[src/rtl/core/ccae_pkg.sv]
`default_nettype none

package ccae_pkg;

    localparam logic [7:0] CHR_COLON = 8'h3A;
    localparam logic [7:0] CHR_SEMI  = 8'h3B;
    localparam logic [7:0] CHR_N     = 8'h4E;
    localparam logic [7:0] CHR_S     = 8'h53;
    localparam logic [7:0] CHR_X     = 8'h58;
    localparam logic [7:0] CHR_Y     = 8'h59;
    localparam logic [7:0] CHR_ZERO  = 8'h30;
    localparam logic [7:0] CHR_A     = 8'h41;

    localparam logic [3:0] STD_MAX_BYTES = 4'd7;
    localparam logic [3:0] EXT_MAX_BYTES = 4'd8;

    localparam logic [2:0] STD_HDR_LAST_NIB = 3'd3;
    localparam logic [2:0] EXT_HDR_LAST_NIB = 3'd7;

    localparam int QUEUE_DEPTH = 2;

    typedef struct packed {
        logic [7:0]  kind_char;
        logic [2:0]  hdr_last_nib;
        logic [31:0] hdr;
        logic [3:0]  body_len;
        logic [63:0] body;
    } desc_t;

    function automatic logic [7:0] hex_char(input logic [3:0] nib);
        logic [7:0] wide;
        wide = {4'h0, nib};
        if (nib < 4'd10) begin
            hex_char = CHR_ZERO + wide;
        end else begin
            hex_char = CHR_A + wide - 8'd10;
        end
    endfunction

endpackage

`default_nettype wire

[src/rtl/core/ccae_front.sv]
`default_nettype none

module ccae_front
    import ccae_pkg::*;
(
    input  wire logic [1:0]  frame_kind,
    input  wire logic [7:0]  sid_high,
    input  wire logic [7:0]  sid_low,
    input  wire logic [7:0]  eid_high,
    input  wire logic [7:0]  eid_low,
    input  wire logic [7:0]  opcode,
    input  wire logic [3:0]  data_count,
    input  wire logic [63:0] payload,
    output desc_t            desc
);

    logic       is_ext;
    logic [3:0] std_cnt;
    logic [3:0] ext_cnt;

    assign is_ext  = frame_kind[1];
    assign std_cnt = (data_count > STD_MAX_BYTES) ? STD_MAX_BYTES : data_count;
    assign ext_cnt = (data_count > EXT_MAX_BYTES) ? EXT_MAX_BYTES : data_count;

    // A standard frame's "0000" is sent as hex of a zero header, and its opcode
    // leads the data bytes, so both kinds share one character sequence.
    always_comb begin
        if (is_ext) begin
            desc.kind_char    = CHR_X;
            desc.hdr_last_nib = EXT_HDR_LAST_NIB;
            desc.hdr          = {sid_high, sid_low, eid_high, eid_low};
            desc.body_len     = ext_cnt;
            desc.body         = payload;
        end else begin
            desc.kind_char    = frame_kind[0] ? CHR_Y : CHR_S;
            desc.hdr_last_nib = STD_HDR_LAST_NIB;
            desc.hdr          = 32'h0;
            desc.body_len     = std_cnt + 4'd1;
            desc.body         = {payload[55:0], opcode};
        end
    end

endmodule

`default_nettype wire

[src/rtl/core/ccae_queue.sv]
`default_nettype none

module ccae_queue
    import ccae_pkg::*;
(
    input  wire logic  aclk,
    input  wire logic  aresetn,
    input  wire logic  wr_valid,
    output logic       wr_ready,
    input  wire desc_t wr_data,
    output logic       rd_valid,
    input  wire logic  rd_ready,
    output desc_t      rd_data
);

    localparam int PTR_W = $clog2(QUEUE_DEPTH);
    localparam int CNT_W = $clog2(QUEUE_DEPTH + 1);

    desc_t            entry_reg [QUEUE_DEPTH];
    logic [PTR_W-1:0] wr_ptr_reg;
    logic [PTR_W-1:0] wr_ptr_next;
    logic [PTR_W-1:0] rd_ptr_reg;
    logic [PTR_W-1:0] rd_ptr_next;
    logic [CNT_W-1:0] count_reg;
    logic [CNT_W-1:0] count_next;
    logic             do_wr;
    logic             do_rd;

    assign wr_ready = (count_reg != CNT_W'(QUEUE_DEPTH));
    assign rd_valid = (count_reg != '0);
    assign rd_data  = entry_reg[rd_ptr_reg];
    assign do_wr    = wr_valid && wr_ready;
    assign do_rd    = rd_valid && rd_ready;

    always_comb begin
        wr_ptr_next = wr_ptr_reg;
        rd_ptr_next = rd_ptr_reg;
        count_next  = count_reg;
        if (do_wr) begin
            wr_ptr_next = (wr_ptr_reg == PTR_W'(QUEUE_DEPTH - 1)) ? '0 : wr_ptr_reg + 1'b1;
        end
        if (do_rd) begin
            rd_ptr_next = (rd_ptr_reg == PTR_W'(QUEUE_DEPTH - 1)) ? '0 : rd_ptr_reg + 1'b1;
        end
        if (do_wr && !do_rd) begin
            count_next = count_reg + 1'b1;
        end else if (do_rd && !do_wr) begin
            count_next = count_reg - 1'b1;
        end
    end

    always_ff @(posedge aclk) begin
        if (!aresetn) begin
            wr_ptr_reg <= '0;
            rd_ptr_reg <= '0;
            count_reg  <= '0;
        end else begin
            wr_ptr_reg <= wr_ptr_next;
            rd_ptr_reg <= rd_ptr_next;
            count_reg  <= count_next;
        end
    end

    always_ff @(posedge aclk) begin
        if (do_wr) begin
            entry_reg[wr_ptr_reg] <= wr_data;
        end
    end

endmodule

`default_nettype wire

[src/rtl/core/ccae_back.sv]
`default_nettype none

module ccae_back
    import ccae_pkg::*;
(
    input  wire logic       aclk,
    input  wire logic       aresetn,
    input  wire logic       q_valid,
    output logic            q_ready,
    input  wire desc_t      q_data,
    output logic            m_valid,
    input  wire logic       m_ready,
    output logic [7:0]      m_text_char,
    output logic            m_last_char
);

    localparam logic [2:0] PH_COLON = 3'd0;
    localparam logic [2:0] PH_KIND  = 3'd1;
    localparam logic [2:0] PH_HDR   = 3'd2;
    localparam logic [2:0] PH_N     = 3'd3;
    localparam logic [2:0] PH_BODY  = 3'd4;
    localparam logic [2:0] PH_END   = 3'd5;

    logic        busy_reg,      busy_next;
    logic [2:0]  phase_reg,     phase_next;
    logic        out_valid_reg, out_valid_next;
    logic [7:0]  out_char_reg,  out_char_next;
    logic        out_last_reg,  out_last_next;
    logic [7:0]  kind_char_reg, kind_char_next;
    logic [2:0]  nib_cnt_reg,   nib_cnt_next;
    logic [31:0] hdr_reg,       hdr_next;
    logic [3:0]  body_left_reg, body_left_next;
    logic [63:0] body_reg,      body_next;
    logic        nib_hi_reg,    nib_hi_next;

    logic       advance;
    logic       finishing;
    logic       load;
    logic [7:0] cur_char;

    assign advance     = busy_reg && (!out_valid_reg || m_ready);
    assign finishing   = advance && (phase_reg == PH_END);
    assign load        = q_valid && (!busy_reg || finishing);
    assign q_ready     = load;
    assign m_valid     = out_valid_reg;
    assign m_text_char = out_char_reg;
    assign m_last_char = out_last_reg;

    always_comb begin
        case (phase_reg)
            PH_COLON: cur_char = CHR_COLON;
            PH_KIND:  cur_char = kind_char_reg;
            PH_HDR:   cur_char = hex_char(hdr_reg[31:28]);
            PH_N:     cur_char = CHR_N;
            PH_BODY:  cur_char = hex_char(nib_hi_reg ? body_reg[7:4] : body_reg[3:0]);
            default:  cur_char = CHR_SEMI;
        endcase
    end

    always_comb begin
        busy_next      = busy_reg;
        phase_next     = phase_reg;
        out_valid_next = out_valid_reg;
        out_char_next  = out_char_reg;
        out_last_next  = out_last_reg;
        kind_char_next = kind_char_reg;
        nib_cnt_next   = nib_cnt_reg;
        hdr_next       = hdr_reg;
        body_left_next = body_left_reg;
        body_next      = body_reg;
        nib_hi_next    = nib_hi_reg;

        if (advance) begin
            out_valid_next = 1'b1;
            out_char_next  = cur_char;
            out_last_next  = (phase_reg == PH_END);
            case (phase_reg)
                PH_COLON: begin
                    phase_next = PH_KIND;
                end
                PH_KIND: begin
                    phase_next = PH_HDR;
                end
                PH_HDR: begin
                    hdr_next = {hdr_reg[27:0], 4'h0};
                    if (nib_cnt_reg == 3'd0) begin
                        phase_next = PH_N;
                    end else begin
                        nib_cnt_next = nib_cnt_reg - 3'd1;
                    end
                end
                PH_N: begin
                    nib_hi_next = 1'b1;
                    phase_next  = (body_left_reg == 4'd0) ? PH_END : PH_BODY;
                end
                PH_BODY: begin
                    if (nib_hi_reg) begin
                        nib_hi_next = 1'b0;
                    end else begin
                        nib_hi_next    = 1'b1;
                        body_next      = {8'h00, body_reg[63:8]};
                        body_left_next = body_left_reg - 4'd1;
                        if (body_left_reg == 4'd1) begin
                            phase_next = PH_END;
                        end
                    end
                end
                default: begin
                    busy_next = 1'b0;
                end
            endcase
        end else if (out_valid_reg && m_ready) begin
            out_valid_next = 1'b0;
        end

        if (load) begin
            busy_next      = 1'b1;
            phase_next     = PH_COLON;
            kind_char_next = q_data.kind_char;
            nib_cnt_next   = q_data.hdr_last_nib;
            hdr_next       = q_data.hdr;
            body_left_next = q_data.body_len;
            body_next      = q_data.body;
            nib_hi_next    = 1'b1;
        end
    end

    always_ff @(posedge aclk) begin
        if (!aresetn) begin
            busy_reg      <= 1'b0;
            phase_reg     <= PH_COLON;
            out_valid_reg <= 1'b0;
        end else begin
            busy_reg      <= busy_next;
            phase_reg     <= phase_next;
            out_valid_reg <= out_valid_next;
        end
    end

    always_ff @(posedge aclk) begin
        out_char_reg  <= out_char_next;
        out_last_reg  <= out_last_next;
        kind_char_reg <= kind_char_next;
        nib_cnt_reg   <= nib_cnt_next;
        hdr_reg       <= hdr_next;
        body_left_reg <= body_left_next;
        body_reg      <= body_next;
        nib_hi_reg    <= nib_hi_next;
    end

    a_last_is_semi: assert property (@(posedge aclk) disable iff (!aresetn)
        out_valid_reg && out_last_reg |-> out_char_reg == CHR_SEMI)
        else $error("last character is not a semicolon");

    a_load_when_free: assert property (@(posedge aclk) disable iff (!aresetn)
        load |-> !busy_reg || finishing)
        else $error("descriptor loaded while a frame is still in progress");

    a_body_bound: assert property (@(posedge aclk) disable iff (!aresetn)
        busy_reg && (phase_reg == PH_BODY) |-> body_left_reg != 4'd0 && body_left_reg <= 4'd8)
        else $error("data byte count out of range");

    a_hold_on_stall: assert property (@(posedge aclk) disable iff (!aresetn)
        out_valid_reg && !m_ready |=> busy_reg == $past(busy_reg) || $past(load))
        else $error("sequencer changed while output was stalled");

endmodule

`default_nettype wire

[src/rtl/core/can_frame_ascii_encoder_unit.sv]
`default_nettype none

// Channel  Direction  Handshake           Fields
// s_       in         s_valid / s_ready   frame_kind sid_high sid_low eid_high eid_low
//                                         opcode data_count payload
// m_       out        m_valid / m_ready   text_char last_char
//
// One character leaves per cycle while m_ready is high; a frame is 10 to 24 characters
// (standard) or 12 to 28 characters (extended), set by the back end's character sequencer.
// Frames follow each other without a gap; a two-entry descriptor queue lets new
// transactions be taken while the current frame is still being sent.
// Reset is synchronous and active low; it empties the queue and the sequencer.
// With m_ready low the pending character holds and input stalls once the queue fills.

module can_frame_ascii_encoder_unit
    import ccae_pkg::*;
(
    input  wire logic        aclk,
    input  wire logic        aresetn,
    input  wire logic        s_valid,
    output logic             s_ready,
    input  wire logic [1:0]  s_frame_kind,
    input  wire logic [7:0]  s_sid_high,
    input  wire logic [7:0]  s_sid_low,
    input  wire logic [7:0]  s_eid_high,
    input  wire logic [7:0]  s_eid_low,
    input  wire logic [7:0]  s_opcode,
    input  wire logic [3:0]  s_data_count,
    input  wire logic [63:0] s_payload,
    output logic             m_valid,
    input  wire logic        m_ready,
    output logic [7:0]       m_text_char,
    output logic             m_last_char
);

    desc_t front_desc;
    desc_t q_desc;
    logic  q_valid;
    logic  q_ready;

    ccae_front u_front (
        .frame_kind (s_frame_kind),
        .sid_high   (s_sid_high),
        .sid_low    (s_sid_low),
        .eid_high   (s_eid_high),
        .eid_low    (s_eid_low),
        .opcode     (s_opcode),
        .data_count (s_data_count),
        .payload    (s_payload),
        .desc       (front_desc)
    );

    ccae_queue u_queue (
        .aclk     (aclk),
        .aresetn  (aresetn),
        .wr_valid (s_valid),
        .wr_ready (s_ready),
        .wr_data  (front_desc),
        .rd_valid (q_valid),
        .rd_ready (q_ready),
        .rd_data  (q_desc)
    );

    ccae_back u_back (
        .aclk        (aclk),
        .aresetn     (aresetn),
        .q_valid     (q_valid),
        .q_ready     (q_ready),
        .q_data      (q_desc),
        .m_valid     (m_valid),
        .m_ready     (m_ready),
        .m_text_char (m_text_char),
        .m_last_char (m_last_char)
    );

endmodule

`default_nettype wire

[config.mk]
export PLATFORM = sky130hd
export DESIGN_NAME = can_frame_ascii_encoder_unit
export DESIGN_NICKNAME = d
export VERILOG_FILES = /design/src/rtl/core/ccae_pkg.sv /design/src/rtl/core/ccae_front.sv /design/src/rtl/core/ccae_queue.sv /design/src/rtl/core/ccae_back.sv /design/src/rtl/core/can_frame_ascii_encoder_unit.sv
export SDC_FILE = /design/constraint.sdc
export NUM_CORES = 1
export LEC_CHECK = 0
export ABC_AREA = 0
export BUFFER_PORTS_ARGS = -buffer_cell sky130_fd_sc_hd__buf_2
export CORE_UTILIZATION = 37
export DETAILED_ROUTE_END_ITERATION = 10
export HOLD_SLACK_MARGIN = 0.06
export PLACE_DENSITY = 0.63
export SYNTH_ARGS = -nofsm -noshare
export SYNTH_HDL_FRONTEND = slang
export SYNTH_SLANG_ARGS = --single-unit
[constraint.sdc]
create_clock -name aclk -period 8.4 [get_ports aclk]
set_input_delay 0.42 -clock aclk [delete_from_list [all_inputs] [get_ports aclk]]
set_output_delay 0.42 -clock aclk [all_outputs]
set_load 0.03 [all_outputs]
Word-level counts from Yosys, hierarchy flattened
Memory sizes are Yosys's and may differ from the RTL's. A register that Yosys moved wholly into a read port is not among the register bits.
Index checks and enable logic that the tools add are counted.
Widths: inputs -> output; s select.
Storage, ports and cells
  input bits: 114
  memories: 1
  register bits: 130
  bits in writable memories: 222
Cells by class
  reduce and logical (&&, ||, !) cells: 33
  add/subtract/negate cells: 13
  magnitude comparators: 4
  bitwise gates (word level): 1
  eq/ne operators: 13
  muxes and demuxes: 43
Memories
  u_queue.entry_reg: depth 2, bits a word 111, rd ports 1, clocked after Yosys merged registers in 1, wr ports 1, RTL line ccae_queue.sv:19  | desc_t entry_reg [QUEUE_DEPTH];
Operator list (number)
  $mux 64: 4
  $mux 111: 1
  $mux 32: 3
  $pmux 8 s5: 1
  $mux 4: 8
  $mux 3: 7
  $add 7x4->8 const A: 2
  $mux 8: 2
  $sub 8x4->8 const B: 2
  $pmux 3 s5: 1
  $add 6x4->7 const A: 2
  $reduce_bool 2->1: 7
  $mux 1: 13
  $logic_and 1x1->1: 8
  $lt 4x4->1 const B: 2
  $ne 2x2->1 const B: 4
  $eq 3x2->1 const B: 2
  $eq 3x3->1 const B: 2
  $logic_not 3->1: 2
  $ne 2x1->1 const B: 3
  $reduce_and 2->1: 3
  $reduce_and 3->1: 2
  $reduce_and 5->1: 1
  $reduce_bool 5->1: 1
  18 further kinds: 24

Longest topological paths before layout
Gate-level depths: netlist of run 1.
  word-level depth: 10
  depth in mapped cells: 8

Hierarchy
Synthesis of run 1 repeated with hierarchy kept, for this count alone.
Second synthesis, totals
  cells, all modules: 870
  area, all modules: 15209.6 um^2
By module, submodules not included
  ccae_queue: cells each 369, seq. area each 6766.5 um^2, area an instance 8277.9 um^2, times used 1
  ccae_back: cells each 369, seq. area each 3723.6 um^2, area an instance 5768.0 um^2, times used 1
  ccae_front: cells each 132, seq. area each 0.0 um^2, area an instance 1163.6 um^2, times used 1

Worst setup path after synthesis of run 1
Ideal clock, no wire load.
  path type: flip-flop to flip-flop
  start: register u_queue.count_reg[0]
  end: memory u_queue.entry_reg[0][0] in the netlist's numbering, enable pin
  stages on the path, launching flop included: 4
  clock period less this slack: 5.779 ns
  setup slack: 2.621 ns
  arrival time: 5.211 ns
  buffers on the path: 0
  cell sequence: dfxtp_1 > nand2b_1 > nand2_1 > nor2_1
On the way
  cells in the longest elaborated chain, start to end: 4
RTL lines
  start, declared: RTL line ccae_queue.sv:24  | logic [CNT_W-1:0] count_reg;
  start signal, assigned: RTL line ccae_queue.sv:60  | count_reg <= count_next;
  $ne 2x2->1: RTL line ccae_queue.sv:29  | assign wr_ready = (count_reg != CNT_W'(QUEUE_DEPTH));
  net s_ready: RTL line can_frame_ascii_encoder_unit.sv:21  | output logic s_ready,
  $logic_and 1x1->1: RTL line ccae_queue.sv:32  | assign do_wr = wr_valid && wr_ready;
  $mux 1: RTL line ccae_queue.sv:65  | if (do_wr) begin
  $mux 1 (implied by the code): RTL line ccae_queue.sv:66  | entry_reg[wr_ptr_reg] <= wr_data;
  end, declared: RTL line ccae_queue.sv:19
The timed path passes the listed nets, and every way through them passes these cells.

Worst setup path after layout of run 1
  start: register u_back.phase_reg[0]
  end: register u_back.body_reg[16] (data pin)
On the way
  cells in the longest elaborated chain, start to end: 5
RTL lines
  start, declared: RTL line ccae_back.sv:25  | logic [2:0] phase_reg, phase_next;
  start signal, assigned: RTL line ccae_back.sv:135  | phase_reg <= phase_next;
  $eq 3x3->1: RTL line ccae_back.sv:42  | assign finishing = advance && (phase_reg == PH_END);
  $logic_and 1x1->1: RTL line ccae_back.sv:42
  $logic_or 1x1->1: RTL line ccae_back.sv:43  | assign load = q_valid && (!busy_reg || finishing);
  $logic_and 1x1->1: RTL line ccae_back.sv:43
  $mux 64: RTL line ccae_back.sv:116  | if (load) begin
  net u_back.body_next[16]: RTL line ccae_back.sv:33  | logic [63:0] body_reg, body_next;
  end signal, assigned: RTL line ccae_back.sv:147  | body_reg <= body_next;
  end, declared: RTL line ccae_back.sv:33
The timed path passes the listed nets, and every way through them passes these cells.
A chain may end at the register's enable or synchronous reset.

==> impl_metrics.py, run 1 <==
metrics = {
    "status": {
        "outcome": "completed",
    },
    "routing": {
        "first_pass_iters": 4,
        "first_iter_violations": 376,
        "wirelength_um": 26000,
        "num_vias": 7031,
        "drc_errors": 0,
        "antenna_left": 0,
        "wire_per_inst_um": 17.6,
        "via_per_inst": 4.75,
    },
    "yosys": {
        "syn_area_sq_mm": 0.0142,
        "synth-seq-area-share": 0.698,
        "syn_avg_cell_area_sq_um": 17.4,
        "synth_cell_types": 45,
        "yosys.area_share.simple": 0.0382,
        "synth_fp_nets": 939,
        "synth_edf_count": 322,
        "ys.flop_type": "edfxtp_1",
        "netlist_instances": 816,
        "ys_seq_elements": 333,
        "synth-xor-area-share": 0.00556,
        "synth_top_family_by_area": "multiplexers",
        "synth-compound-area-share": 0.0188,
        "yosysWarnings": 0,
        "synthAdderAreaFrac": 0.00795,
        "async_reset_ff_frac": 0,
        "muxShareOfSynthArea": 0.209,
    },
    "global_route": {
        "antenna_found_initial": 1,
        "grt_use_met3": 0.0250,
        "grt-ovfl-total": 0,
        "top_usage_layer": "met2",
        "grtUsageTotal": 0.136,
        "grt_pass1_wl_um": 40600,
        "grt_util_met1": 0.188,
        "met2_usage": 0.215,
        "grt_max_degree": 69,
        "grt_pass1_vias": 7251,
    },
    "final_layout": {
        "nFillCells": 3408,
        "drive_above_1_share": 0.368,
        "final_cell_mix": "edfxtp_1 (322), mux2_2 (175), buf_2 (122), mux2_1 (61), clkbuf_16 (37)",
        "mostFrequentLayoutCell": "edfxtp_1",
        "largest_register_ffs": 208,
        "area_growth_pct": 15.2,
        "fin_nets": 1066,
        "final-instance-count-excl-fill": 1480,
        "n_antenna_cell": 0,
    },
    "timing": {
        "rsz0062_at_grt": "false",
        "setup-violations-final": 0,
        "drv_slew": 0,
        "post-route-period-util": 0.468,
        "finalSetupTns_ns": 0,
        "worstMarginPinSlew_ns": 1.07,
        "finalHoldViolations": 0,
        "max_freq_mhz": 254,
        "period_minus_slack_ns": 3.93,
        "relSlewSlack": 0.285,
        "fin_skew_ns": 0.0180,
    },
    "worst_setup_path": {
        "critPathSlowestCell": "buf_4",
        "path_delay_family": "buffers and inverters",
        "cp.required_ns": 8.65,
        "worstPathArrival_ns": 4.19,
        "cp-end-kind": "flop",
        "startpoint_type": "flop",
        "cpPeakStageDelay_ns": 0.72,
        "cp_cell_sequence": "nand2b_1 -> or3b_1 -> a21o_1 -> inv_4 -> buf_4 -> mux2_1",
        "critical_path_class": "reg -> reg",
        "path_max_fanout": 54,
        "worst-path-buf-inv": 2,
    },
    "floorplanning": {
        "die_x_um": 198,
        "die_area_sq_mm": 0.0391,
        "die_y_um": 198,
        "start_util": 0.376,
        "row_count": 71,
        "core-area_sq_mm": 0.0377,
        "pin_count": 125,
    },
    "clock_tree": {
        "cts_sinks": 333,
        "root_buffer": "clkbuf_16",
        "cts_buffers": 36,
        "cts_tree": "built",
        "worstSkewPairLatency_ns": 0.52,
        "cts_hold_buf": 0,
        "clk_pin_slew_ns": 0.06,
        "postCtsSetupRepairBufs": 0,
        "cts_resized": 0,
        "htree_levels": 2,
        "clk_path_buf_depth": 3,
    },
    "placement": {
        "place.gp.congestion": 0.780,
        "hpwlAfterDp_um": 15600,
        "io_buffer_count": 123,
        "dp.cells": 1416,
    },
    "flow_run": {
        "cap_violations": 0,
    },
    "pwr": {
        "p_per_area_mw_per_mm2": 340,
        "vdd_drop_max_mv": 0.143,
        "leakage_nw": 5.65,
    },
    "worst_hold_path": {
        "hp-class": "in -> reg",
    },
}
## layout make-up
class	count	area, sq um	share of cell area
sequential	333	9890	0.606
clock buffer	51	978	0.0600
clock inverter	13	95.1	0.00583
timing repair buffer	129	663	0.0406
multi-input combinational	428	3990	0.245
inverter	15	58.8	0.00360
tap	511	639	0.0392
## path summary, 6_finish.rpt
kind / start / to / slack [ns] / depth (start not counted)
max: u_back.phase_reg[0] / u_back.body_reg[16] / 4.47 / 6
min: s_sid_high[6] / u_queue.entry_reg[0][98] / 0.21 / 2
max reg2reg: u_back.phase_reg[0] / u_back.body_reg[16] / 4.47 / 6
min reg2reg: u_queue.rd_ptr_reg / flop / 0.48 / 2
## through the flow
step	hold WS, ns	total power [W]	instance area (sq um)	util	setup slack [ns]
final	0.206	0.00555	16300	0.433	4.47
after global routing	0.186	0.00586	16300	0.433	4.23
after CTS	0.188	0.00564	16300	0.433	4.46
after detailed placement	0.476	0.00416	15200	0.405	4.46
after global placement	0.449	0.00412	15200	0.405	4.57
after floorplan	0.452	0.00386	14200	-	2.62
## per-layer routing
layer	wire, um	part of all wire
met5	12	0.00046
met4	609	0.023
met3	1220	0.047
met2	11800	0.45
met1	12300	0.47
## power by group
part           switching, W  total, W  internal [W]
Sequential         0.000195   0.00272       0.00253
Clock              0.000612   0.00146      0.000844
Combinational      0.000738   0.00137      0.000637
Total               0.00154   0.00555       0.00401
## cells by family (layout without fill, tap and decap cells)
| kind of cell | Yosys count | after routing |
|---|---|---|
| AOI/OAI and AO/OA | 42 | 42 |
| xor gates and xnor gates | 9 | 9 |
| adders and majority gates | 9 | 9 |
| buffers and inverters | 55 | 208 |
| DFF | 333 | 333 |
| muxes | 266 | 266 |
| other | 1 | 1 |
| and+or+nand+nor | 101 | 101 |
## synth_stat cells (2+ instances only)
| master | n | area, sq um |
|---|---|---|
| edfxtp_1 | 322 | 9670 |
| mux2_2 | 175 | 1970 |
| mux2_1 | 61 | 687 |
| and2_1 | 35 | 219 |
| mux2i_1 | 30 | 300 |
| nor2_1 | 23 | 86.3 |
| clkbuf_1 | 20 | 75.1 |
| inv_1 | 14 | 52.6 |
| nand2_1 | 12 | 45.0 |
| o21ai_0 | 12 | 60.1 |
| dfxtp_1 | 11 | 220 |
| a21oi_1 | 10 | 50.1 |
| ha_1 | 9 | 113 |
| buf_8 | 7 | 105 |
| xnor2_1 | 7 | 61.3 |
| nand2b_1 | 6 | 37.5 |
| buf_2 | 5 | 25.0 |
| a21boi_0 | 4 | 30.0 |
| buf_1 | 4 | 15.0 |
| nand3_1 | 4 | 20.0 |
| nor3_1 | 4 | 20.0 |
| o31ai_1 | 4 | 30.0 |
| a31oi_1 | 3 | 18.8 |
| buf_4 | 3 | 22.5 |
| nor2b_1 | 3 | 18.8 |
| or2_2 | 3 | 18.8 |
| a21o_1 | 2 | 15.0 |
| and3_1 | 2 | 12.5 |
| nand4_1 | 2 | 12.5 |
| nor3b_1 | 2 | 15.0 |
| or3_1 | 2 | 12.5 |
| xor2_1 | 2 | 17.5 |
Power figures use the tool's default switching activity.
==> run 2, diff against run 1 <==
--- a/config.mk
+++ b/config.mk
@@ -10,7 +10,7 @@
 export CORE_UTILIZATION = 37
 export DETAILED_ROUTE_END_ITERATION = 10
 export HOLD_SLACK_MARGIN = 0.06
-export PLACE_DENSITY = 0.63
+export PLACE_DENSITY = 0.65
 export SYNTH_ARGS = -nofsm -noshare
 export SYNTH_HDL_FRONTEND = slang
 export SYNTH_SLANG_ARGS = --single-unit
==> constraint.sdc (replaced) <==
create_clock -name aclk -period 3.25 [get_ports aclk]
set_input_delay 0.1625 -clock aclk [delete_from_list [all_inputs] [get_ports aclk]]
set_output_delay 0.1625 -clock aclk [all_outputs]
set_load 0.03 [all_outputs]
==> run 2 against run 1 <==
Compared with the run above: final area rose by 9.8%; sequential power rose to 2.6 times the previous value; global-route usage rose by 0.83 points; die area unchanged; critical path depth stayed put; register-to-register slack got worse by 3.9 ns; critical endpoint is now u_back.body_reg[28]; largest power group unchanged.
==> impl_metrics.py, run 2 (synthesis results as in run 1) <==
metrics = {
    "routing": {
        "antenna_left": 0,
        "via_per_inst": 4.70,
        "wirelength_um": 27500,
        "num_vias": 7611,
        "drc_errors": 0,
        "first_pass_iters": 6,
        "first_iter_violations": 405,
        "wire_per_inst_um": 17.0,
    },
    "placement": {
        "hpwlAfterDp_um": 16600,
        "io_buffer_count": 123,
        "dp.cells": 1425,
        "place.gp.congestion": 0.796,
    },
    "floorplanning": {
        "start_util": 0.376,
        "die_x_um": 198,
        "row_count": 71,
        "core-area_sq_mm": 0.0377,
        "die_y_um": 198,
        "pin_count": 125,
        "die_area_sq_mm": 0.0391,
    },
    "clock_tree": {
        "cts_sinks": 333,
        "root_buffer": "clkbuf_16",
        "postCtsSetupRepairBufs": 0,
        "cts_buffers": 35,
        "clk_path_buf_depth": 3,
        "cts_tree": "built",
        "htree_levels": 2,
        "clk_pin_slew_ns": 0.06,
        "worstSkewPairLatency_ns": 0.51,
    },
    "global_route": {
        "grtUsageTotal": 0.144,
        "grt_pass1_vias": 7967,
        "grt_max_degree": 105,
        "grt_pass1_wl_um": 43500,
        "grt-ovfl-total": 0,
        "antenna_found_initial": 0,
    },
    "final_layout": {
        "drive_above_1_share": 0.338,
        "mostFrequentLayoutCell": "edfxtp_1",
        "fin_nets": 1207,
        "utilization": 0.476,
        "n_antenna_cell": 0,
        "final_cell_mix": "edfxtp_1 (322), mux2_2 (175), dlygate4sd3_1 (133), buf_2 (122), mux2_1 (61)",
        "largest_register_ffs": 208,
        "area_growth_pct": 26.4,
        "final-instance-count-excl-fill": 1621,
    },
    "flow_run": {
        "cap_violations": 0,
    },
    "worst_setup_path": {
        "critical_path.endpoint": "u_back.body_reg[28]",
        "critPathSlowestCell": "dfxtp_1",
        "critical_path_class": "reg -> reg",
        "reg2reg_from": "u_back.phase_reg[0]",
        "worst-path-buf-inv": 2,
        "cp.depth": 6,
        "worstPathArrival_ns": 2.94,
        "cp_cell_sequence": "nand2b_1 -> or3b_1 -> a21o_1 -> inv_4 -> buf_12 -> mux2_1",
        "crit_start": "u_back.phase_reg[0]",
        "reg2regPathDepth": 6,
        "cp.required_ns": 3.49,
        "reg2reg_to": "u_back.body_reg[28]",
        "cp-end-kind": "flop",
        "reg2reg_slack_ns": 0.56,
        "path_delay_family": "flip-flops",
        "startpoint_type": "flop",
        "cpPeakStageDelay_ns": 0.66,
        "path_max_fanout": 41,
    },
    "status": {
        "outcome": "completed",
    },
    "timing": {
        "relSlewSlack": 0.544,
        "worstMarginPinSlew_ns": 0.682,
        "fin_skew_ns": 0.0144,
        "setup-violations-final": 0,
        "finalHoldViolations": 0,
        "finalSetupTns_ns": 0,
        "rsz0062_at_grt": "false",
        "drv_slew": 0,
        "hold_ws_ns": 0.105,
        "period_minus_slack_ns": 2.69,
        "post-route-period-util": 0.828,
        "max_freq_mhz": 371,
    },
    "pwr": {
        "vdd_drop_max_mv": 0.344,
        "leakage_nw": 6.34,
        "p_per_area_mw_per_mm2": 835,
    },
    "worst_hold_path": {
        "hp-class": "in -> reg",
    },
}
[run 2: changes by cell type in the layout (fill, tap and decap cells not counted), sizes merged]
cell / before / now
clkbuf: 51 / 46
bufinv: 1 / 4
buf: 129 / 138
inv: 17 / 15
clkinv: 9 / 12
dlygate4sd3: 0 / 133
[run 2: what timing repair did]
action / CTS / global route
gates resized for setup: 0 / 0
endpoints found under the hold margin: 212 / 0
hold buffers: 133 / 0
[run 2: layout make-up]
cell class	instances	area, sq um
tap	511	639
multi-input combinational	428	3990
inverter	15	58.8
clock buffer	46	1000
sequential	333	9890
clock inverter	17	180
fill	3274	19800
timing repair buffer	271	2150
[run 2: stage by stage]
step / area, sq um / worst slack [ns] / power (W)
after floorplan: 14200 / 0.00759 / 0.00992
after global placement: 15400 / 0.658 / 0.0108
after detailed placement: 15400 / 0.580 / 0.0109
after CTS: 17900 / 0.556 / 0.0152
after global routing: 17900 / 0.423 / 0.0157
final: 17900 / 0.558 / 0.0150
[run 2: layer usage]
| layer | vias up | global-route usage | share of wire | wire length, um |
|---|---|---|---|---|
| li1 | 3659 | - | - | - |
| met1 | 3775 | 0.197 | 0.47 | 13000 |
| met2 | 143 | 0.237 | 0.48 | 13100 |
| met3 | 34 | 0.0211 | 0.033 | 915 |
| met4 | 0 | 0.0451 | 0.019 | 519 |
| met5 | - | 0 | 0 | 0 |
[run 2: report_power, final]
group / internal, W / switching (W) / total (W)
clock network: 0.00248 / 0.00156 / 0.00404
registers: 0.00650 / 0.000507 / 0.00701
logic: 0.00190 / 0.00200 / 0.00391
[run 2: how the worst min path moves through the flow]
stage	from	to	slack, ns	depth (start not counted)
after floorplan	s_frame_kind[1]	u_queue.entry_reg[0][102]	0.26	0
after global placement	u_queue.rd_ptr_reg	flop	0.45	2
after detailed placement	u_queue.rd_ptr_reg	flop	0.47	2
after CTS	s_payload[24]	u_queue.entry_reg[1][32]	0.07	2
after global routing	s_payload[24]	u_queue.entry_reg[1][32]	0.09	2
final	s_payload[24]	u_queue.entry_reg[1][32]	0.11	2
